==> src/design/area_average_downscaler_macros.svh <==
// Assertion macros for the area-averaging downscaler controller.
// Depends on nothing; included by the files that carry assertions.
`ifndef AREA_AVERAGE_DOWNSCALER_MACROS_SVH
`define AREA_AVERAGE_DOWNSCALER_MACROS_SVH

// Consequent must hold in the same cycle as the antecedent.
`define AAD_ASSERT_SAME(label, clk, rst, ante, cons, msg) \
   label: assert property (@(posedge clk) disable iff (rst) (ante) |-> (cons)) \
      else $error(msg);

// Consequent must hold in the cycle after the antecedent.
`define AAD_ASSERT_NEXT(label, clk, rst, ante, cons, msg) \
   label: assert property (@(posedge clk) disable iff (rst) (ante) |=> (cons)) \
      else $error(msg);

`endif

==> src/design/aad_pkg.sv <==
// Package for the area-averaging downscaler: widths, register indexes,
// command and status structs. Depends on nothing.
`timescale 1ns / 1ps

package aad_pkg;

   localparam int MAX_WIDTH_DEF  = 4096;
   localparam int MAX_HEIGHT_DEF = 4096;

   localparam int CFG_W     = 13;
   localparam int PIX_W     = 8;
   localparam int POS_W     = 12;
   localparam int SUM_W     = 32;
   localparam int CSR_IDX_W = 8;
   localparam int DIV_STEPS = 9;
   localparam int DCW       = $clog2(DIV_STEPS);

   localparam logic [CSR_IDX_W-1:0] REG_SRC_WIDTH  = CSR_IDX_W'(0);
   localparam logic [CSR_IDX_W-1:0] REG_SRC_HEIGHT = CSR_IDX_W'(1);
   localparam logic [CSR_IDX_W-1:0] REG_DST_WIDTH  = CSR_IDX_W'(2);
   localparam logic [CSR_IDX_W-1:0] REG_DST_HEIGHT = CSR_IDX_W'(3);

   localparam logic [CFG_W-1:0] RST_SRC_WIDTH  = CFG_W'(640);
   localparam logic [CFG_W-1:0] RST_SRC_HEIGHT = CFG_W'(480);
   localparam logic [CFG_W-1:0] RST_DST_WIDTH  = CFG_W'(320);
   localparam logic [CFG_W-1:0] RST_DST_HEIGHT = CFG_W'(240);

   // Accumulator slots touched by one source pixel.
   localparam logic [1:0] SLOT_CUR_COL  = 2'd0;
   localparam logic [1:0] SLOT_CUR_NEXT = 2'd1;
   localparam logic [1:0] SLOT_NXT_COL  = 2'd2;
   localparam logic [1:0] SLOT_NXT_NEXT = 2'd3;

   typedef struct packed {
      logic       clear_start;
      logic       clear_step;
      logic       load_pixel;
      logic       mem_read;
      logic       mem_write;
      logic       div_start;
      logic       div_step;
      logic       out_load;
      logic [1:0] slot;
   } aad_cmd_type;

   typedef struct packed {
      logic       clear_last;
      logic [3:0] slot_need;
      logic       cell_done;
      logic       out_free;
   } aad_status_type;

endpackage

==> src/design/aad_ctrl.sv <==
// Controller state machine: clearing pass, per-slot accumulate sequence,
// division and result hand-off. Depends on aad_pkg and the macros header.
`timescale 1ns / 1ps
`include "area_average_downscaler_macros.svh"

module aad_ctrl (
   input  logic                    clock,
   input  logic                    reset,
   input  logic                    restart,
   input  logic                    req_valid,
   output logic                    req_ready,
   input  aad_pkg::aad_status_type status,
   output aad_pkg::aad_cmd_type    cmd
);
   localparam logic [2:0] ST_CLEAR = 3'd0;
   localparam logic [2:0] ST_IDLE  = 3'd1;
   localparam logic [2:0] ST_READ  = 3'd2;
   localparam logic [2:0] ST_ACC   = 3'd3;
   localparam logic [2:0] ST_DIV   = 3'd4;
   localparam logic [2:0] ST_OUT   = 3'd5;

   logic [2:0]              state_ff, state_in;
   logic [1:0]              slot_ff, slot_in;
   logic [aad_pkg::DCW-1:0] cnt_ff, cnt_in;
   logic [1:0]              nxt_slot;
   logic                    nxt_found;

   // Smallest needed slot above the current one.
   always_comb begin
      nxt_found = 1'b0;
      nxt_slot  = slot_ff;
      for (int i = 3; i >= 1; i--) begin
         if (2'(i) > slot_ff && status.slot_need[i]) begin
            nxt_found = 1'b1;
            nxt_slot  = 2'(i);
         end
      end
   end

   assign req_ready = (state_ff == ST_IDLE);

   always_comb begin
      state_in = state_ff;
      slot_in  = slot_ff;
      cnt_in   = cnt_ff;
      cmd      = '0;
      cmd.slot = slot_ff;
      unique case (state_ff)
         ST_CLEAR: begin
            cmd.clear_step = 1'b1;
            if (status.clear_last) state_in = ST_IDLE;
         end
         ST_IDLE: begin
            if (req_valid) begin
               cmd.load_pixel = 1'b1;
               slot_in        = aad_pkg::SLOT_CUR_COL;
               state_in       = ST_READ;
            end
         end
         ST_READ: begin
            cmd.mem_read = 1'b1;
            state_in     = ST_ACC;
         end
         ST_ACC: begin
            cmd.mem_write = 1'b1;
            if (slot_ff == aad_pkg::SLOT_CUR_COL && status.cell_done) cmd.div_start = 1'b1;
            if (nxt_found) begin
               slot_in  = nxt_slot;
               state_in = ST_READ;
            end else if (status.cell_done) begin
               cnt_in   = '0;
               state_in = ST_DIV;
            end else begin
               state_in = ST_IDLE;
            end
         end
         ST_DIV: begin
            cmd.div_step = 1'b1;
            cnt_in       = cnt_ff + 1'b1;
            if (cnt_ff == aad_pkg::DCW'(aad_pkg::DIV_STEPS - 1)) state_in = ST_OUT;
         end
         ST_OUT: begin
            if (status.out_free) begin
               cmd.out_load = 1'b1;
               state_in     = ST_IDLE;
            end
         end
         default: state_in = ST_IDLE;
      endcase
      if (restart) begin
         cmd             = '0;
         cmd.slot        = slot_ff;
         cmd.clear_start = 1'b1;
         state_in        = ST_CLEAR;
      end
   end

   always_ff @(posedge clock) begin
      if (reset) begin
         state_ff <= ST_CLEAR;
         slot_ff  <= aad_pkg::SLOT_CUR_COL;
         cnt_ff   <= '0;
      end else begin
         state_ff <= state_in;
         slot_ff  <= slot_in;
         cnt_ff   <= cnt_in;
      end
   end

   `AAD_ASSERT_NEXT(a_accept_reads, clock, reset,
      req_valid && req_ready && !restart, state_ff == ST_READ,
      "accepted pixel did not start an accumulator read")
   `AAD_ASSERT_SAME(a_div_count, clock, reset,
      state_ff == ST_DIV, cnt_ff < aad_pkg::DCW'(aad_pkg::DIV_STEPS),
      "division ran past its step count")
   `AAD_ASSERT_SAME(a_load_free, clock, reset,
      cmd.out_load, status.out_free,
      "result loaded over one not yet transferred")
   `AAD_ASSERT_NEXT(a_clear_ends, clock, reset,
      state_ff == ST_CLEAR && status.clear_last && !restart, state_ff == ST_IDLE,
      "clearing pass did not end after the last entry")
endmodule

==> config.mk <==
export PLATFORM = sky130hd
export DESIGN_NAME = aad_ctrl
export DESIGN_NICKNAME = d
export VERILOG_FILES = /design/src/design/aad_pkg.sv /design/src/design/aad_ctrl.sv
export VERILOG_INCLUDE_DIRS = /design/src /design/src/design
export SDC_FILE = /design/constraint.sdc
export NUM_CORES = 1
export LEC_CHECK = 0
export BUFFER_PORTS_ARGS = -buffer_cell sky130_fd_sc_hd__buf_2
export CORE_MARGIN = 2
export CORE_UTILIZATION = 47
export CTS_CLUSTER_DIAMETER = 60
export DETAILED_ROUTE_END_ITERATION = 10
export PLACE_DENSITY = 0.76
export SLEW_MARGIN = 20
export SYNTH_ARGS = -nofsm -noshare
export SYNTH_HDL_FRONTEND = slang
export SYNTH_SLANG_ARGS = --single-unit
==> constraint.sdc <==
create_clock -name clock -period 1.36 [get_ports clock]
set_input_delay 0.136 -clock clock [delete_from_list [all_inputs] [get_ports clock]]
set_output_delay 0.136 -clock clock [all_outputs]
set_load 0.005 [all_outputs]
* Word level (Yosys, flattened, before mapping)
Cells that the tools add are included. Widths: inputs -> output; s select.
Word-level totals: register bits 9, word-level logic and storage cells 62, output and inout port bits 11, input port bits 11
Operators by class: reductions and logical operators 12, add/sub/neg operators 1, order comparisons 3, mux-type cells 29, eq/ne operators 14
Operators with widths (number):
- $mux 3 | 6
- $pmux 3 s6 | 1
- $ne 2x2->1 const B | 7
- $mux 2 | 6
- $mux 1 | 11
- $mux 10 | 1
- $mux 4 | 2
- $pmux 4 s2 | 1
- $reduce_and 4->1 | 2
- $eq 3x2->1 const B | 2
- $eq 3x3->1 const B | 2
- $add 4x1->4 const B | 1
- $eq 4x4->1 const B | 1
- $gt 2x2->1 const A | 2
- $logic_and 1x1->1 | 4
- $ne 4x4->1 const B | 1
- $pmux 2 s2 | 1
- $reduce_bool 2->1 | 2
- $eq 3x1->1 const B | 1
- $logic_not 3->1 | 1
- $reduce_and 3->1 | 1
- $gt 1x2->1 const A | 1
- $logic_not 2->1 | 1
- $reduce_or 2->1 | 1

* Logic depth before layout (Yosys ltp)
depth after elaboration 7, mapped depth 5, gate-level depth less buffers 5

* Worst setup path after synthesis
No wires, ideal clock.
kind register to register, from register state_ff[0], to register state_ff[0], buffers on the path 1, clock period less this slack 1203 ps, setup time 118 ps, data required time 1242 ps, path slack 157 ps, cell stages (with the launch flop) 4, data arrival time 1086 ps, path through dfxtp_1 buf_6 or4_1 o2111a_1
Between the ends: longest elaborated chain between the ends 3, elaborated cells between the ends (all ways) 12, those cells by class 9 x eq/ne; 1 x mux; 2 x reduce/logical
Ends and longest elaborated chain:
- from (decl) | RTL line aad_ctrl.sv:22 | logic [2:0] state_ff, state_in;
- from (signal assigned) | RTL line aad_ctrl.sv:104 | state_ff <= state_in;
- $eq 3x3->1 (tied with other cells) | RTL line aad_ctrl.sv:48 | unique case (state_ff)
- $ne 2x2->1 (no source line)
- $reduce_and 4->1 (no source line)
Parallel ways exist; a longest one is shown, timed or not. A chain may end at the register's enable or synchronous reset.

==> impl.org <==
** Timing
- Setup repair after global routing could not meet its margin everywhere.
- Achievable clock frequency :: 0.667 GHz
- Number of endpoints with negative hold slack in the final report :: 0
- Setup-violating endpoint count in the final report :: 2
- For the finished layout, the period the worst path requires is 1.50 ns.
- Setup slack of the critical path after layout :: -0.139 ns
- The max-slew violation count is 0.
- Final period util :: 110%
- Headroom to the max-slew limit came out at 82.7%.
- Transition time at the pin with the least slew margin :: 0.256 ns
- Post-route clock skew :: 0.00395 ns

** Worst setup path
- In this run the worst path has a maximum fanout of 4.
- In this design, the stage delay of the slowest critical-path cell is 0.36 ns.
- Together, buffers and inverters on the worst path number 1.
- Cell with the biggest individual delay on the critical path :: dfxtp_4
- Crit path arrival time :: 1.36 ns
- The critical path goes through and2b_4 > nand2_4 > nor2_4 > and3_4 > buf_6.
- Type of origin of the critical path :: flip-flop
- Data on the critical path is required at its endpoint by 1.22 ns.
- Grouping stages by cell kind, the critical path spends the most delay in simple AND/OR/NAND/NOR gates.
- The critical path is of the reg -> out type.
- Type of destination of the critical path :: primary output

** Route
- Once detail routing completed, the nets flagged for antenna violations numbered 0.
- Violation count after the first detailed-route iteration :: 11
- DR vias :: 675
- Wires add up to 1640 µm.
- In the final routed layout, each cell accounts on average for 13.8 µm.
- In the routed layout, each cell is associated on average with a via count of 5.67.
- Number of design rule violations left after detail routing :: 0
- TritonRoute pass-1 iters :: 4

** Finish
- Registers take 189 µm².
- Final cell area excluding filler cells :: 881 µm²
- After the last flow step, the layout net total stands at 118.
- Area growth, synth to finish :: 42.5%
- The multi-input combinational cells in the finished layout cover a total of 428 µm².
- Fill cells :: 109
- The post-route netlist has 47.1% of its cells at a drive strength greater than 1.
- Number of non-filler instances in the completed layout :: 119
- The repair_antennas step left the layout with diodes totalling 0.

** GRT
- Antenna violations before repair :: 0
- Global-route wire length before repair :: 2130 µm
- For this run the aggregate overflow at the end of global routing stands at 0.
- Total GRT Usage :: 20.7%
- The number of global-route vias before repair came to 538.
- Entering global routing, the biggest net connects 11 pins.

** Yosys
- The portion of synthesized area spent on multiplexers is 1.82%.
- The synthesized design contains 0 enable-type register cells.
- Area share of and/or/nand/nor cells after synthesis :: 37.0%
- Post-synthesis xor/xnor area fraction :: 2.83%
- Synth Area in Compound Gates :: 17.2%
- Averaged over all synthesized cells, the footprint is 8.47 µm².
- FF+latch count, synth :: 9
- Counting every instance in the synthesized netlist gives 73.
- Synthesized area :: 618 µm²
- The synthesized netlist devotes 4.05% of its cell area to adder and majority cells.
- Share of flip-flops with an asynchronous set or reset after synthesis :: 0%
- Part of the Yosys area used for sequential elements :: 29.1%
- Synthesis produced a netlist with a net count of 86.
- Largest family of logic cells by synthesized area :: simple AND/OR/NAND/NOR gates
- Unique cell type count in the Yosys netlist :: 39
- Yosys synthesis warning count :: 0
- For this run, the leading register cell type out of synthesis is dfxtp_1.

** Clock network
- In this run, post-CTS hold repair placed 0 buffers.
- In this run the number of H-tree levels came out at 1.
- Buffers inserted during clock tree synthesis total 3.
- In this run the deepest clock path goes through 2 buffers.
- Clock Latency Late Sink :: 0.27 ns
- The tree is rooted in a clkbuf_4.
- TritonCTS clock tree :: built
- After clock tree synthesis, the clock-pin slew on the worst setup and hold paths is 0.07 ns.
- Sink Count :: 9

** Die
- For this configuration, the core starts out at a cell density of 48.7%.
- 22 I/O pins were placed.
- Total core area :: 1270 µm²
- The die is 40.3 µm wide.
- Number of core rows :: 13
- Die Height :: 40.3 µm
- Die area :: 1620 µm²

** Placement
- The congestion estimate from routability-driven global placement came to 0.698.
- In this run the cell area measured after placement is 737 µm².
- The count of buffers added on input and output ports is 20.
- Detailed placement ended at an HPWL of 989 µm.
- Placed Instances :: 108

** Hold path
- The path class of the tightest hold or removal check is in -> reg.

** Power
- The worst-case IR drop observed on VDD is 0.000471 V.
- The analysis attributes to cell leakage a power of 0.402 nW.
- Final Power :: 567 µW
- Power density normalized to cell area :: 644 nW/µm²

** Outcome
- The flow ran to the end, but the final reports show violations.
- The checks that failed: negative setup slack.

** Job
- Total of max-cap violations :: 0
==> stage by stage <==
step	util (%)	TNS [ns]	hold slack (ns)	worst slack, ns
finish	69.4	-0.155	0.159	-0.139
global route	69.4	-0.569	0.188	-0.171
CTS	63.8	-0.0624	0.161	-0.0587
detailed placement	58.1	0	0.452	0.0516
global placement	58.1	0	0.444	0.0786
floorplan	-	0	0.302	0.157
==> Yosys cell counts, types with 2 or more instances <==
| cell | number | area share (%) |
|---|---|---|
| dfxtp_1 | 9 | 29 |
| nor2_1 | 5 | 3.0 |
| nand2_1 | 4 | 2.4 |
| nor3_1 | 4 | 3.2 |
| a21oi_1 | 3 | 2.4 |
| buf_4 | 3 | 3.6 |
| inv_1 | 3 | 1.8 |
| o41ai_1 | 3 | 4.3 |
| or3_1 | 3 | 3.0 |
| ha_1 | 2 | 4.0 |
| nand2b_1 | 2 | 2.0 |
| nand4_1 | 2 | 2.0 |
| nor2b_1 | 2 | 2.0 |
| o21ai_0 | 2 | 1.6 |
| xor2_1 | 2 | 2.8 |
==> cells by family after synthesis <==
family | after synthesis
AO/OA/AOI/OAI | 15
XOR/XNOR | 2
adder cells (fa/ha/maj) | 2
buffers and inverters | 8
flip-flops | 9
multiplexers | 1
AND/OR/NAND/NOR | 36
==> what timing repair did <==
item	4_1_cts	5_1_grt
gates resized for setup	9	9
endpoints found under the setup margin	5	10
setup buffers	4	4
pin swaps	4	6
==> layout by cell type (no fill, tap or decap), drive strengths merged, types with 2 or more instances in the layout <==
cell / synthesis / final
o41ai: 3 / 3
nor2b: 2 / 2
nand2: 5 / 5
nand2b: 2 / 2
clkbuf: 1 / 4
nor2: 6 / 6
a21oi: 3 / 3
nand4: 2 / 2
o21ai: 3 / 3
inv: 3 / 3
or3: 3 / 3
xor2: 2 / 2
buf: 4 / 32
dfxtp: 9 / 9
nor3b: 3 / 3
nor3: 4 / 4
ha: 2 / 2
==> routing by layer <==
metal	global-route usage, %	share of wire [%]	wire length, µm
met5	0	0	0
met4	14.2	6.1	100
met3	8.33	4.6	76
met2	31.0	49	803
met1	24.0	40	660
==> flip-flops by register name, indices dropped and copies added, names as in the netlist <==
register	count
cnt_ff	4
state_ff	3
slot_ff	2
==> where the power goes <==
part,total (mW),switching (mW),leakage (nW),internal (mW)
clock network,0.220,0.106,0.0150,0.114
registers,0.265,0.00244,0.0746,0.262
logic,0.0826,0.0420,0.312,0.0407
==> layout make-up <==
class | instances | area share, %
Multi-Input combinational cell | 56 | 48.6
Timing Repair Buffer | 32 | 23.6
Sequential cell | 9 | 21.4
Clock buffer | 4 | 2.98
Tap cell | 15 | 2.13
Inverter | 3 | 1.28
==> worst paths after layout <==
kind / startpoint / end / slack [ns] / depth (start not counted)
setup / recovery: state_ff[2]$_SDFFE_PP0P_ / cmd[4] / -0.14 / 5
hold / removal: reset / cnt_ff[2]$_SDFFE_PP0P_ / 0.16 / 2
setup reg to reg: state_ff[0]$_SDFFE_PP0P_ / state_ff[1]$_SDFFE_PP0P_ / 0 / 5
hold reg to reg: cnt_ff[1]$_SDFFE_PP0P_ / cnt_ff[1]$_SDFFE_PP0P_ / 0.52 / 2
Note: power is estimated with default switching activity, not from simulation.
