===== src/design/area_average_downscaler_macros.svh =====
// Assertion macros for the area-averaging downscaler controller.
// Depends on nothing; included by the files that carry assertions.
`ifndef AREA_AVERAGE_DOWNSCALER_MACROS_SVH
`define AREA_AVERAGE_DOWNSCALER_MACROS_SVH

// Consequent must hold in the same cycle as the antecedent.
`define AAD_ASSERT_SAME(label, clk, rst, ante, cons, msg) \
   label: assert property (@(posedge clk) disable iff (rst) (ante) |-> (cons)) \
      else $error(msg);

// Consequent must hold in the cycle after the antecedent.
`define AAD_ASSERT_NEXT(label, clk, rst, ante, cons, msg) \
   label: assert property (@(posedge clk) disable iff (rst) (ante) |=> (cons)) \
      else $error(msg);

`endif


===== src/design/aad_pkg.sv =====
// Package for the area-averaging downscaler: widths, register indexes,
// command and status structs. Depends on nothing.
`timescale 1ns / 1ps

package aad_pkg;

   localparam int MAX_WIDTH_DEF  = 4096;
   localparam int MAX_HEIGHT_DEF = 4096;

   localparam int CFG_W     = 13;
   localparam int PIX_W     = 8;
   localparam int POS_W     = 12;
   localparam int SUM_W     = 32;
   localparam int CSR_IDX_W = 8;
   localparam int DIV_STEPS = 9;
   localparam int DCW       = $clog2(DIV_STEPS);

   localparam logic [CSR_IDX_W-1:0] REG_SRC_WIDTH  = CSR_IDX_W'(0);
   localparam logic [CSR_IDX_W-1:0] REG_SRC_HEIGHT = CSR_IDX_W'(1);
   localparam logic [CSR_IDX_W-1:0] REG_DST_WIDTH  = CSR_IDX_W'(2);
   localparam logic [CSR_IDX_W-1:0] REG_DST_HEIGHT = CSR_IDX_W'(3);

   localparam logic [CFG_W-1:0] RST_SRC_WIDTH  = CFG_W'(640);
   localparam logic [CFG_W-1:0] RST_SRC_HEIGHT = CFG_W'(480);
   localparam logic [CFG_W-1:0] RST_DST_WIDTH  = CFG_W'(320);
   localparam logic [CFG_W-1:0] RST_DST_HEIGHT = CFG_W'(240);

   // Accumulator slots touched by one source pixel.
   localparam logic [1:0] SLOT_CUR_COL  = 2'd0;
   localparam logic [1:0] SLOT_CUR_NEXT = 2'd1;
   localparam logic [1:0] SLOT_NXT_COL  = 2'd2;
   localparam logic [1:0] SLOT_NXT_NEXT = 2'd3;

   typedef struct packed {
      logic       clear_start;
      logic       clear_step;
      logic       load_pixel;
      logic       mem_read;
      logic       mem_write;
      logic       div_start;
      logic       div_step;
      logic       out_load;
      logic [1:0] slot;
   } aad_cmd_type;

   typedef struct packed {
      logic       clear_last;
      logic [3:0] slot_need;
      logic       cell_done;
      logic       out_free;
   } aad_status_type;

endpackage


===== src/design/aad_ifs.sv =====


interface aad_csr_if;
   logic                          valid;
   logic                          ready;
   logic [aad_pkg::CSR_IDX_W-1:0] index;
   logic [aad_pkg::CFG_W-1:0]     data;
   modport source (output valid, index, data, input ready);
   modport sink   (input valid, index, data, output ready);
endinterface


===== src/design/aad_csr.sv =====
// Size registers with clamping to effective sizes and the cell area.
// Depends on aad_pkg and aad_csr_if.
`timescale 1ns / 1ps

module aad_csr #(
   parameter int MAX_WIDTH  = aad_pkg::MAX_WIDTH_DEF,
   parameter int MAX_HEIGHT = aad_pkg::MAX_HEIGHT_DEF
) (
   input  logic                                       clock,
   input  logic                                       reset,
   aad_csr_if.sink                                    csr_if,
   output logic [$clog2(MAX_WIDTH+1)-1:0]             sw,
   output logic [$clog2(MAX_HEIGHT+1)-1:0]            sh,
   output logic [$clog2(MAX_WIDTH+1)-1:0]             dw,
   output logic [$clog2(MAX_HEIGHT+1)-1:0]            dh,
   output logic [$clog2(MAX_WIDTH+1)+$clog2(MAX_HEIGHT+1)-1:0] area,
   output logic                                       restart
);
   localparam int SZW = $clog2(MAX_WIDTH+1);
   localparam int SZH = $clog2(MAX_HEIGHT+1);
   localparam int EW  = (SZW > aad_pkg::CFG_W) ? SZW + 1 : aad_pkg::CFG_W + 1;
   localparam int EH  = (SZH > aad_pkg::CFG_W) ? SZH + 1 : aad_pkg::CFG_W + 1;

   logic [aad_pkg::CFG_W-1:0] src_w_ff, src_w_in, src_h_ff, src_h_in;
   logic [aad_pkg::CFG_W-1:0] dst_w_ff, dst_w_in, dst_h_ff, dst_h_in;
   logic [SZW-1:0]            sw_ff, dw_ff;
   logic [SZH-1:0]            sh_ff, dh_ff;
   logic [SZW+SZH-1:0]        area_ff;
   logic [EW-1:0]             sw_c, dw_c;
   logic [EH-1:0]             sh_c, dh_c;
   logic                      fire;

   assign csr_if.ready = 1'b1;
   assign fire = csr_if.valid && csr_if.ready;

   always_comb begin
      src_w_in = src_w_ff;
      src_h_in = src_h_ff;
      dst_w_in = dst_w_ff;
      dst_h_in = dst_h_ff;
      restart  = 1'b0;
      if (fire) begin
         restart = 1'b1;
         unique case (csr_if.index)
            aad_pkg::REG_SRC_WIDTH:  src_w_in = csr_if.data;
            aad_pkg::REG_SRC_HEIGHT: src_h_in = csr_if.data;
            aad_pkg::REG_DST_WIDTH:  dst_w_in = csr_if.data;
            aad_pkg::REG_DST_HEIGHT: dst_h_in = csr_if.data;
            default:                 restart  = 1'b0;
         endcase
      end
   end

   // Zero sizes act as one; sources are clamped to the maximum, destination never exceeds the source.
   always_comb begin
      sw_c = EW'(src_w_ff);
      if (sw_c == '0) sw_c = EW'(1);
      else if (sw_c > EW'(MAX_WIDTH)) sw_c = EW'(MAX_WIDTH);
      sh_c = EH'(src_h_ff);
      if (sh_c == '0) sh_c = EH'(1);
      else if (sh_c > EH'(MAX_HEIGHT)) sh_c = EH'(MAX_HEIGHT);
      dw_c = EW'(dst_w_ff);
      if (dw_c == '0) dw_c = EW'(1);
      else if (dw_c > sw_c) dw_c = sw_c;
      dh_c = EH'(dst_h_ff);
      if (dh_c == '0) dh_c = EH'(1);
      else if (dh_c > sh_c) dh_c = sh_c;
   end

   always_ff @(posedge clock) begin
      if (reset) begin
         src_w_ff <= aad_pkg::RST_SRC_WIDTH;
         src_h_ff <= aad_pkg::RST_SRC_HEIGHT;
         dst_w_ff <= aad_pkg::RST_DST_WIDTH;
         dst_h_ff <= aad_pkg::RST_DST_HEIGHT;
      end else begin
         src_w_ff <= src_w_in;
         src_h_ff <= src_h_in;
         dst_w_ff <= dst_w_in;
         dst_h_ff <= dst_h_in;
      end
   end

   always_ff @(posedge clock) begin
      sw_ff   <= SZW'(sw_c);
      sh_ff   <= SZH'(sh_c);
      dw_ff   <= SZW'(dw_c);
      dh_ff   <= SZH'(dh_c);
      area_ff <= sw_ff * sh_ff;
   end

   assign sw   = sw_ff;
   assign sh   = sh_ff;
   assign dw   = dw_ff;
   assign dh   = dh_ff;
   assign area = area_ff;
endmodule


===== src/flat_wrapper.sv =====
// flat-port wrapper written by rule: the top's interface ports become plain ports
module aad_csr_flat 
#(
   parameter int MAX_WIDTH  = aad_pkg::MAX_WIDTH_DEF,
   parameter int MAX_HEIGHT = aad_pkg::MAX_HEIGHT_DEF
)
  (clock, reset, sw, sh, dw, dh, area, restart, csr_if_valid, csr_if_index, csr_if_data, csr_if_ready);
  aad_csr_if csr_if_i ();
  input  logic clock;
  input  logic reset;
  output logic [$clog2(MAX_WIDTH+1)-1:0] sw;
  output logic [$clog2(MAX_HEIGHT+1)-1:0] sh;
  output logic [$clog2(MAX_WIDTH+1)-1:0] dw;
  output logic [$clog2(MAX_HEIGHT+1)-1:0] dh;
  output logic [$clog2(MAX_WIDTH+1)+$clog2(MAX_HEIGHT+1)-1:0] area;
  output logic restart;
  input wire logic [$bits(csr_if_i.valid)-1:0] csr_if_valid;
  input wire logic [$bits(csr_if_i.index)-1:0] csr_if_index;
  input wire logic [$bits(csr_if_i.data)-1:0] csr_if_data;
  output wire logic [$bits(csr_if_i.ready)-1:0] csr_if_ready;
  assign csr_if_i.valid = csr_if_valid;
  assign csr_if_i.index = csr_if_index;
  assign csr_if_i.data = csr_if_data;
  assign csr_if_ready = csr_if_i.ready;
  aad_csr #(.MAX_WIDTH(MAX_WIDTH), .MAX_HEIGHT(MAX_HEIGHT)) u_core (.clock(clock), .reset(reset), .csr_if(csr_if_i), .sw(sw), .sh(sh), .dw(dw), .dh(dh), .area(area), .restart(restart));
endmodule

===== config.mk =====
export PLATFORM = sky130hd
export DESIGN_NAME = aad_csr_flat
export DESIGN_NICKNAME = d
export VERILOG_FILES = /design/src/design/area_average_downscaler_macros.svh /design/src/design/aad_pkg.sv /design/src/design/aad_ifs.sv /design/src/design/aad_csr.sv /design/src/flat_wrapper.sv
export SDC_FILE = /design/constraint.sdc
export NUM_CORES = 1
export LEC_CHECK = 0
export BUFFER_PORTS_ARGS = -buffer_cell sky130_fd_sc_hd__buf_4
export CELL_PAD_IN_SITES_DETAIL_PLACEMENT = 1
export CELL_PAD_IN_SITES_GLOBAL_PLACEMENT = 1
export CORE_MARGIN = 2
export CORE_UTILIZATION = 48
export CTS_BUF_LIST = sky130_fd_sc_hd__clkbuf_8
export CTS_CLUSTER_SIZE = 30
export DETAILED_ROUTE_END_ITERATION = 7
export MAX_ROUTING_LAYER = met4
export PLACE_DENSITY = 0.92
export SYNTH_ARGS = -nofsm -noshare
export SYNTH_HDL_FRONTEND = slang
export SYNTH_SLANG_ARGS = --single-unit

===== constraint.sdc =====
create_clock -name clock -period 5.8 [get_ports clock]
set_input_delay 0.29 -clock clock [delete_from_list [all_inputs] [get_ports clock]]
set_output_delay 0.29 -clock clock [all_outputs]
set_load 0.01 [all_outputs]

* Word level (Yosys, flattened, before mapping)
Index checks and enable logic that the tools add are counted.
** Cells by class
- Multipliers :: 1
- Magnitude comparators :: 4
- Equality and inequality tests :: 3
- Multiplexer cells :: 8
- Reductions and logical operators :: 10
** Operators by type and width (number)
- two-way mux 13 bit :: 6
- zero test 13 bit :: 4
- > comparator 13 bit :: 2
- > comparator 13 bit, second input constant :: 2
- multiplier 13 x 13 -> 26 bit :: 1
- == test 8 x 2 -> 1 bit, second input constant :: 2
- == test 8 x 1 -> 1 bit, second input constant :: 1
- zero test 8 bit :: 1
- AND reduction 2 bit :: 4
- OR reduction 4 bit :: 1
- two-way mux 1 bit :: 2
** Word-level totals
- Register bits after elaboration :: 130
- Output and inout port bits :: 80
- Word-level logic and storage cells :: 35

* Depth between registers and ports, before layout
Gate-level depths: netlist of run 1.
- Depth after elaboration :: 5
- Gate-level depth with buffers :: 20
- Gate-level depth less buffers :: 18

* Worst setup path after synthesis of run 1
OpenSTA, ideal clock, no wires.
- Path type :: register -> register
- Start :: register u_core.sw_ff[7], in the netlist u_core.sw[7]
- End :: register u_core.area_ff[24], in the netlist u_core.area[24]
- Setup time :: 0.136 ns
- Data arrival time :: 4.824 ns
- Required time :: 5.664 ns
- Slack :: 0.840 ns
- Stages on the path, launching flop included :: 19
- Cell sequence :: dfxtp_1 clkbuf_1 and2_1 fa_1 inv_1 fa_1 inv_1 fa_1 inv_1 fa_1 fa_1 inv_1 ha_1 nand2_1 o21ai_0 a41o_1 a31oi_1 o41ai_1 xor2_1
** On the way
- Longest elaborated chain between the ends :: 1
** RTL lines
- start, declared :: RTL line aad_csr.sv:26 : logic [SZW-1:0] sw_ff, dw_ff;
- start signal, assigned :: RTL line aad_csr.sv:85 : sw_ff <= SZW'(sw_c);
- multiplier 13 x 13 -> 26 bit :: RTL line aad_csr.sv:89 : area_ff <= sw_ff * sh_ff;
- end signal, assigned :: RTL line aad_csr.sv:89
- end, declared :: RTL line aad_csr.sv:28 : logic [SZW+SZH-1:0] area_ff;
Every way passes these cells.
A chain may end at the register's enable or synchronous reset.

* Worst setup path in the final report of run 1
- Start :: register u_core.sh_ff[8], in the netlist u_core.sh[8]
- End :: register u_core.area_ff[25], in the netlist u_core.area[25]
** On the way
- Longest elaborated chain between the ends :: 1
** RTL lines
- start, declared :: RTL line aad_csr.sv:27 : logic [SZH-1:0] sh_ff, dh_ff;
- start signal, assigned :: RTL line aad_csr.sv:86 : sh_ff <= SZH'(sh_c);
- multiplier 13 x 13 -> 26 bit :: RTL line aad_csr.sv:89
Every way passes these cells.

==> results of run 1 <==
-- cells in the final DEF, fill, tap and decap left out, types with 3 or more instances in the layout --
cell,Yosys,routed
o41ai_1,12,12
xor2_1,4,4
mux2_2,11,11
clkinv_4,0,3
a21o_1,10,10
ha_1,97,97
a21oi_1,47,47
nand3b_1,7,7
nor3_1,10,10
buf_4,1,107
nor2_1,55,55
xnor2_1,14,14
a211oi_1,4,4
inv_1,202,202
and2_1,89,89
inv_8,0,5
fa_1,121,121
dfxtp_1,130,130
a31oi_1,6,6
bufinv_16,0,3
o21ai_0,22,22
mux2i_1,23,23
clkbuf_8,0,19
nand3_1,13,13
nor4_1,7,7
and3_1,4,4
a211o_1,7,7
nand4_1,5,5
nor2b_1,4,4
nand2_1,183,183
-- worst register-to-register path, cell delays in order, from the launching register on --
cell and delay (ns):
dfxtp_1 0.72, nand2_1 0.17, fa_1 0.56, inv_1 0.12
fa_1 0.55, fa_1 0.47, fa_1 0.55, inv_1 0.07
fa_1 0.48, inv_1 0.05, ha_1 0.40, a21oi_1 0.29
o21ai_0 0.23, a32oi_1 0.20, a21oi_1 0.09, a311oi_1 0.34
xnor2_1 0.11
-- cell families after synthesis --
kind of cell | Yosys count | synth area share
simple gates | 389 | 0.179
buf+inv | 257 | 0.0949
other cells | 1 | 0.000358
fa+ha+maj | 218 | 0.347
compound gates | 129 | 0.0808
flops | 130 | 0.249
mux | 34 | 0.0338
xor+xnor | 18 | 0.0151
-- routing by layer --
metal  wire length (um)  up-vias  track usage
met1              12500     4325        0.341
met2              16300      329        0.519
met5                  0        -            -
li1                   -     3860            -
met3               1630       91       0.0512
met4               1310        0        0.137
-- area by class of cell --
| type | instances | area share |
|---|---|---|
| inverters | 202 | 0.0641 |
| well taps | 280 | 0.0296 |
| flip-flops and latches | 130 | 0.220 |
| clock buffers | 19 | 0.0221 |
| clock inverters | 13 | 0.0161 |
| repair buffers | 107 | 0.0679 |
| multi-input cells | 789 | 0.580 |
-- power by group through the flow --
stage | registers, mW | logic [mW] | clock network [mW]
5_1_grt | 0.900 | 0.0715 | 0.975
4_1_cts | 0.899 | 0.0658 | 0.925
3_3_place_gp | 0.919 | 0.0620 | 0
3_5_place_dp | 0.920 | 0.0646 | 0
6_report | 0.899 | 0.0662 | 0.919
2_1_floorplan | 0.920 | 0.0290 | 0
-- stage by stage --
stage / instances / util / area, sq um
after floorplan: 1176 / - / 10500
after global placement: 1508 / 0.527 / 11400
after detailed placement: 1508 / 0.527 / 11400
after CTS: 1540 / 0.548 / 11800
after global routing: 1540 / 0.548 / 11800
final: 1540 / 0.548 / 11800
-- state kept, by name, summed over array words and instances, names as in the netlist --
| register | count |
|---|---|
| u_core.src_w_ff | 13 |
| u_core.area | 26 |
| u_core.src_h_ff | 13 |
| u_core.dw | 13 |
| u_core.dst_w_ff | 13 |
| u_core.dh | 13 |
| u_core.sw | 13 |
| u_core.dst_h_ff | 13 |
| u_core.sh | 13 |
-- worst max-delay path by stage --
stage / depth (start not counted) / slack (ns) / end / from
2_1_floorplan: 18 / 0.84 / u_core.area[24]$_DFF_P_ / u_core.sw[7]$_DFF_P_
3_3_place_gp: 17 / 0.56 / u_core.area[24]$_DFF_P_ / u_core.sw[7]$_DFF_P_
3_5_place_dp: 17 / 0.43 / u_core.area[24]$_DFF_P_ / u_core.sw[7]$_DFF_P_
4_1_cts: 16 / 0.33 / u_core.area[25]$_DFF_P_ / u_core.sh[7]$_DFF_P_
5_1_grt: 16 / 0.1 / u_core.area[25]$_DFF_P_ / u_core.sh[8]$_DFF_P_
6_report: 16 / 0.29 / u_core.area[25]$_DFF_P_ / u_core.sh[8]$_DFF_P_
==> summary.md, run 1 <==
| Metric | Value |
|---|---|
| Clock Sinks | 130 |
| Vias in the first global route | 9,529 |
| Yosys cell types | 58 |
| Slew HR | 0.196 |
| Power density over the cells | 159 nW/um^2 |
| Initial core utilization | 0.484 |
| Synth Flop Type | dfxtp_1 |
| Main area contributors after synthesis | dfxtp_1 (25%), fa_1 (23%), ha_1 (12%) |
| CTS buffer count | 17 |
| Hold Path Origin | csr_if_data[5] |
| Syn avg cell area | 8.90 sq um |
| TritonCTS clock tree | built |
| Root Buffer | clkbuf_8 |
| Commonest cells in the netlist | inv_1 (202), nand2_1 (183), dfxtp_1 (130) |
| RePlAce Congestion | 0.859 |
| Clock slew at reported path FFs | 0.10 ns |
| Worst setup margin | 0.293 ns |
| CP Class | reg -> reg |
| Largest net degree at the start of global routing | 53 |
| Internal reg-to-reg setup slack | 0.29 ns |
| Die area | 23,000 sq um |
| Initial antenna violation count | 0 |
| Synth Net Count | 1,418 |
| Total design power | 1.88 mW |
| LEAKAGE | 6.00 nW |
| DRC Markers | 0 |
| Multi-input logic area | 6870 sq um |
| Share of cells above drive strength 1 | 0.129 |
| Synth async-reset ratio | 0 |
| Resize count post-CTS | 0 |
| Storage cell area | 2600 sq um |
| First-pass DRT Iterations | 5 |
| Initial DRC count | 449 |
| Fin. Hold Viols | 0 |
| Worst Hold Depth | 3 |
| WHS | 0.0869 ns |
| Routed WL per cell | 20.6 um |
| Synth warn | 0 |
| Internal Dissipation | 1.39 mW |
| Via density | 5.59 |
| Routed Antenna Nets | 0 |
| Worst Path Max Fanout | 14 |
| Delay-heaviest family, CP | adder cells |
| Die H | 152 um |
| Number of fill cells in the layout | 2,535 |
| TNS Setup | 0 ns |
| Final min period | 5.51 ns |
| Proportion of netlist area held by the largest area contributor | 0.249 |
| First-pass GRT wire length | 50,900 um |
| Seq cells post-synth | 130 |
| Flop pwr share | 0.477 |
| Dpl ws | 0.426 ns |
| Detailed Route WL | 31,800 um |
| Worst Hold End | u_core.dst_h_ff[5]$_SDFFE_PP1P_ |
| Required time of the critical path | 6.16 ns |
| Slowest cell on the critical path | dfxtp_1 |
| EDFF count, synth | 0 |
| Max incr delay on CP | 0.72 ns |
| Max Clock Skew | 0.0184 ns |
| CTS Hold Buffers Added | 0 |
| Seq/Total Area, Yosys | 0.249 |
| Final setup fails | 0 |
| Clock share of power | 0.488 |
| Leading area contributor after synthesis | dfxtp_1 |
| Core area | 21,600 sq um |
| RSZ-0062 raised after global routing | no |
| Top-count cell post-synth | inv_1 |
| Gate power share | 0.035 |
| PortBufs | 102 |
| H-tree Lvls | 4 |
| Beginning of the worst register-to-register path | u_core.sh[8]$_DFF_P_ |
| HP Class | in -> reg |
| Crit start category | flip-flop |
| Detailed Place HPWL | 23,000 um |
| Outcome | finished, final reports clean |
| Net Sw Frac | 0.262 |
| Clock Path Buffers | 2 |
| GR Overflow Total | 0 |
| I/O Pins | 104 |
| Max cap viols | 0 |
| Crit path buf inv count | 3 |
| Nets | 1,489 |
| Worst EP arrival | 5.87 ns |
| Row count | 54 |
| Vias | 8,605 |
| N_diodes | 0 |
| Crit path cell chain | nand2_1, fa_1, inv_1, fa_1, fa_1, fa_1, inv_1, fa_1, inv_1, ha_1, a21oi_1, o21ai_0, a32oi_1, a21oi_1, a311oi_1, xnor2_1 |
| GRT Util Overall | 0.300 |
| R2R cell count | 16 |
| Skew-Pair Late Insertion Delay | 0.47 ns |
| F_max | 182 MHz |
| NetSw | 0.493 mW |
| Crit. End Element | flip-flop |
| Worst VDD drop | 0.130 mV |
| Post-CTS Setup Inserts | 0 |
| Cell area after synthesis | 10,500 sq um |
| Die Width | 152 um |
| CP most frequent cell | fa_1 |
| Syn Inst Count | 1,176 |
| Layout overhead on the synthesized area | 13.1% |
| Least-Margin Pin Slew | 1.20 ns |
| Period Utilization, post-route | 0.949 |
| Worst R2R End | u_core.area[25]$_DFF_P_ |
| Slew Limit Fails | 0 |
Note: power is estimated with default switching activity, not from simulation.
==> run 2: changes to the inputs <==
Clock period 5.8 ns to 5.3 ns, I/O delays scaled along.
==> run 2 against run 1 <==
  * Core utilization up 0.85 points
  * Register-to-register slack got worse by 0.15 ns
  * Final area grew 1.6%
  * Via count increased by 4.7%
  * Count of clock-buffer cells in the layout down 2
  * Non-clock buffer count increased by 18
  * Final cell count rose by 1.2%
  * Global-route usage grew 2.2 points
  * Maximum frequency rose by 6.7%
  * Power rose by 4.3%
  * Critical path depth is 1 higher
  * Critical path type unchanged
  * Largest cell class unchanged
  * Largest power group is now sequential cells
==> summary.md, run 2 (synthesis results as in run 1) <==
| Metric | Value |
|---|---|
| Vias | 9,007 |
| CP Class | reg -> reg |
| Routed Antenna Nets | 0 |
| Worst VDD drop | 0.159 mV |
| Delay-heaviest family, CP | adder cells |
| Die Width | 152 um |
| Crit start category | flip-flop |
| Die H | 152 um |
| Fin. Hold Viols | 0 |
| Flip-flop count of the largest register after layout | 26 |
| Final min period | 5.16 ns |
| Dpl ws | -0.0734 ns |
| Share of cells above drive strength 1 | 0.162 |
| Detailed Place HPWL | 24,700 um |
| Least-Margin Pin Slew | 1.19 ns |
| GR Overflow Total | 0 |
| Detailed Route WL | 34,500 um |
| Gate power share | 0.038 |
| GRT Util Overall | 0.322 |
| Initial DRC count | 686 |
| Max cap viols | 0 |
| Clock Sinks | 130 |
| Skew-Pair Late Insertion Delay | 0.49 ns |
| DP Cell Count | 1,525 |
| I/O Pins | 104 |
| Required time of the critical path | 5.69 ns |
| Slew HR | 0.200 |
| Row count | 54 |
| Power density over the cells | 163 nW/um^2 |
| PortBufs | 102 |
| Clock share of power | 0.461 |
| Net Sw Frac | 0.270 |
| Slowest cell on the critical path | fa_1 |
| Core area | 21,600 sq um |
| N_diodes | 0 |
| First-pass DRT Iterations | 6 |
| Crit path cell chain | buf_4, nand2_1, fa_1, inv_1, fa_1, fa_1, fa_1, inv_1, fa_1, inv_1, ha_1, nand2_1, o21ai_0, a32oi_1, a21oi_1, a311oi_2, xnor2_1 |
| CTS buffer count | 17 |
| Routed WL per cell | 22.1 um |
| Max incr delay on CP | 0.58 ns |
| Via density | 5.78 |
| Worst setup margin | 0.141 ns |
| Clock slew at reported path FFs | 0.11 ns |
| Total design power | 1.96 mW |
| HP Class | in -> reg |
| DRC Markers | 0 |
| First-pass GRT wire length | 54,600 um |
| Largest net degree at the start of global routing | 53 |
| Vias in the first global route | 10,048 |
| Die area | 23,000 sq um |
| Flop pwr share | 0.501 |
| Outcome | finished, final reports clean |
| Initial core utilization | 0.484 |
| Worst EP arrival | 5.55 ns |
| Worst Path Max Fanout | 11 |
| H-tree Lvls | 4 |
| Placed Instance Area | 11,500 sq um |
| Final Cell Area | 12,000 sq um |
| Commonest non-fill, non-tap cell in the layout | inv_1 |
| CP most frequent cell | fa_1 |
| Root Buffer | clkbuf_8 |
| RePlAce Congestion | 0.908 |
| Final std cells w/o fill | 1,558 |
| LEAKAGE | 6.10 nW |
| WHS | 0.0670 ns |
| Max Clock Skew | 0.0325 ns |
| Initial antenna violation count | 0 |
| F_max | 194 MHz |
| Clock Path Buffers | 2 |
| Layout overhead on the synthesized area | 14.8% |
| Internal Dissipation | 1.43 mW |
| Crit. End Element | flip-flop |
| Commonest cells after routing, fill and taps aside | inv_1 (205), nand2_1 (182), buf_4 (124), fa_1 (121), dfxtp_1 (114) |
| Final setup fails | 0 |
| TritonCTS clock tree | built |
| Crit path buf inv count | 4 |
| TNS Setup | 0 ns |
| RSZ-0062 raised after global routing | yes |
| Period Utilization, post-route | 0.973 |
| Final core occ | 0.556 |
| Nets | 1,507 |
| Slew Limit Fails | 0 |
| NetSw | 0.529 mW |
==> run 2: cell count changes in the layout (fill, tap and decap cells not counted), sizes merged <==
cell / change
clkbuf: -2
bufinv: -1
inv: +1
clkinv: +2
buf: +18
==> run 2: path summary, 6_finish.rpt <==
path                                                       start                               to  slack, ns  cells past startpoint
worst max-delay path                        u_core.sw[7]$_DFF_P_          u_core.area[25]$_DFF_P_       0.14                     17
worst min-delay path                              csr_if_data[5]  u_core.dst_h_ff[5]$_SDFFE_PP1P_       0.07                      3
worst max register to register              u_core.sw[7]$_DFF_P_          u_core.area[25]$_DFF_P_       0.14                     17
worst min register to register  u_core.src_h_ff[12]$_SDFFE_PP0P_            u_core.sh[12]$_DFF_P_       0.44                      0
==> run 2: tightest hold or removal path, cell delays in order <==
cell	delay [ns]
buf_4	0.11
nand2_1	0.05
nand3b_1	0.07
==> run 2: routing by layer <==
layer  GRT usage  vias up  part of all wire
li1            -     3888                 -
met1       0.366     4503              0.38
met2       0.543      441              0.50
met3      0.0557      175             0.061
met4       0.174        0             0.057
met5           -        -                 0
==> run 2: power groups by stage <==
stage          combinational [mW]  sequential, mW  clock, mW
2_1_floorplan              0.0317            1.01          0
3_3_place_gp               0.0687            1.01          0
3_5_place_dp               0.0726            1.01          0
4_1_cts                    0.0739           0.983      0.905
5_1_grt                    0.0813           0.984      0.949
6_report                   0.0756           0.983      0.905
==> run 2: layout make-up <==
cell class,instances,area [sq um]
Timing Repair Buffer,125,942
Clock buffer,17,234
Fill cell,2525,9600
Clock inverter,15,158
Sequential cell,130,2620
Tap cell,280,350
Multi-Input combinational cell,789,6960
Inverter,202,758
==> run 2: repair_timing <==
| action | 4_1_cts | 5_1_grt |
|---|---|---|
| resized for setup | 6 | 30 |
| hold buffers | 0 | 0 |
| endpoints found under the setup margin | 5 | 12 |
| buffers inserted | 0 | 1 |
| pin swaps | 0 | 3 |
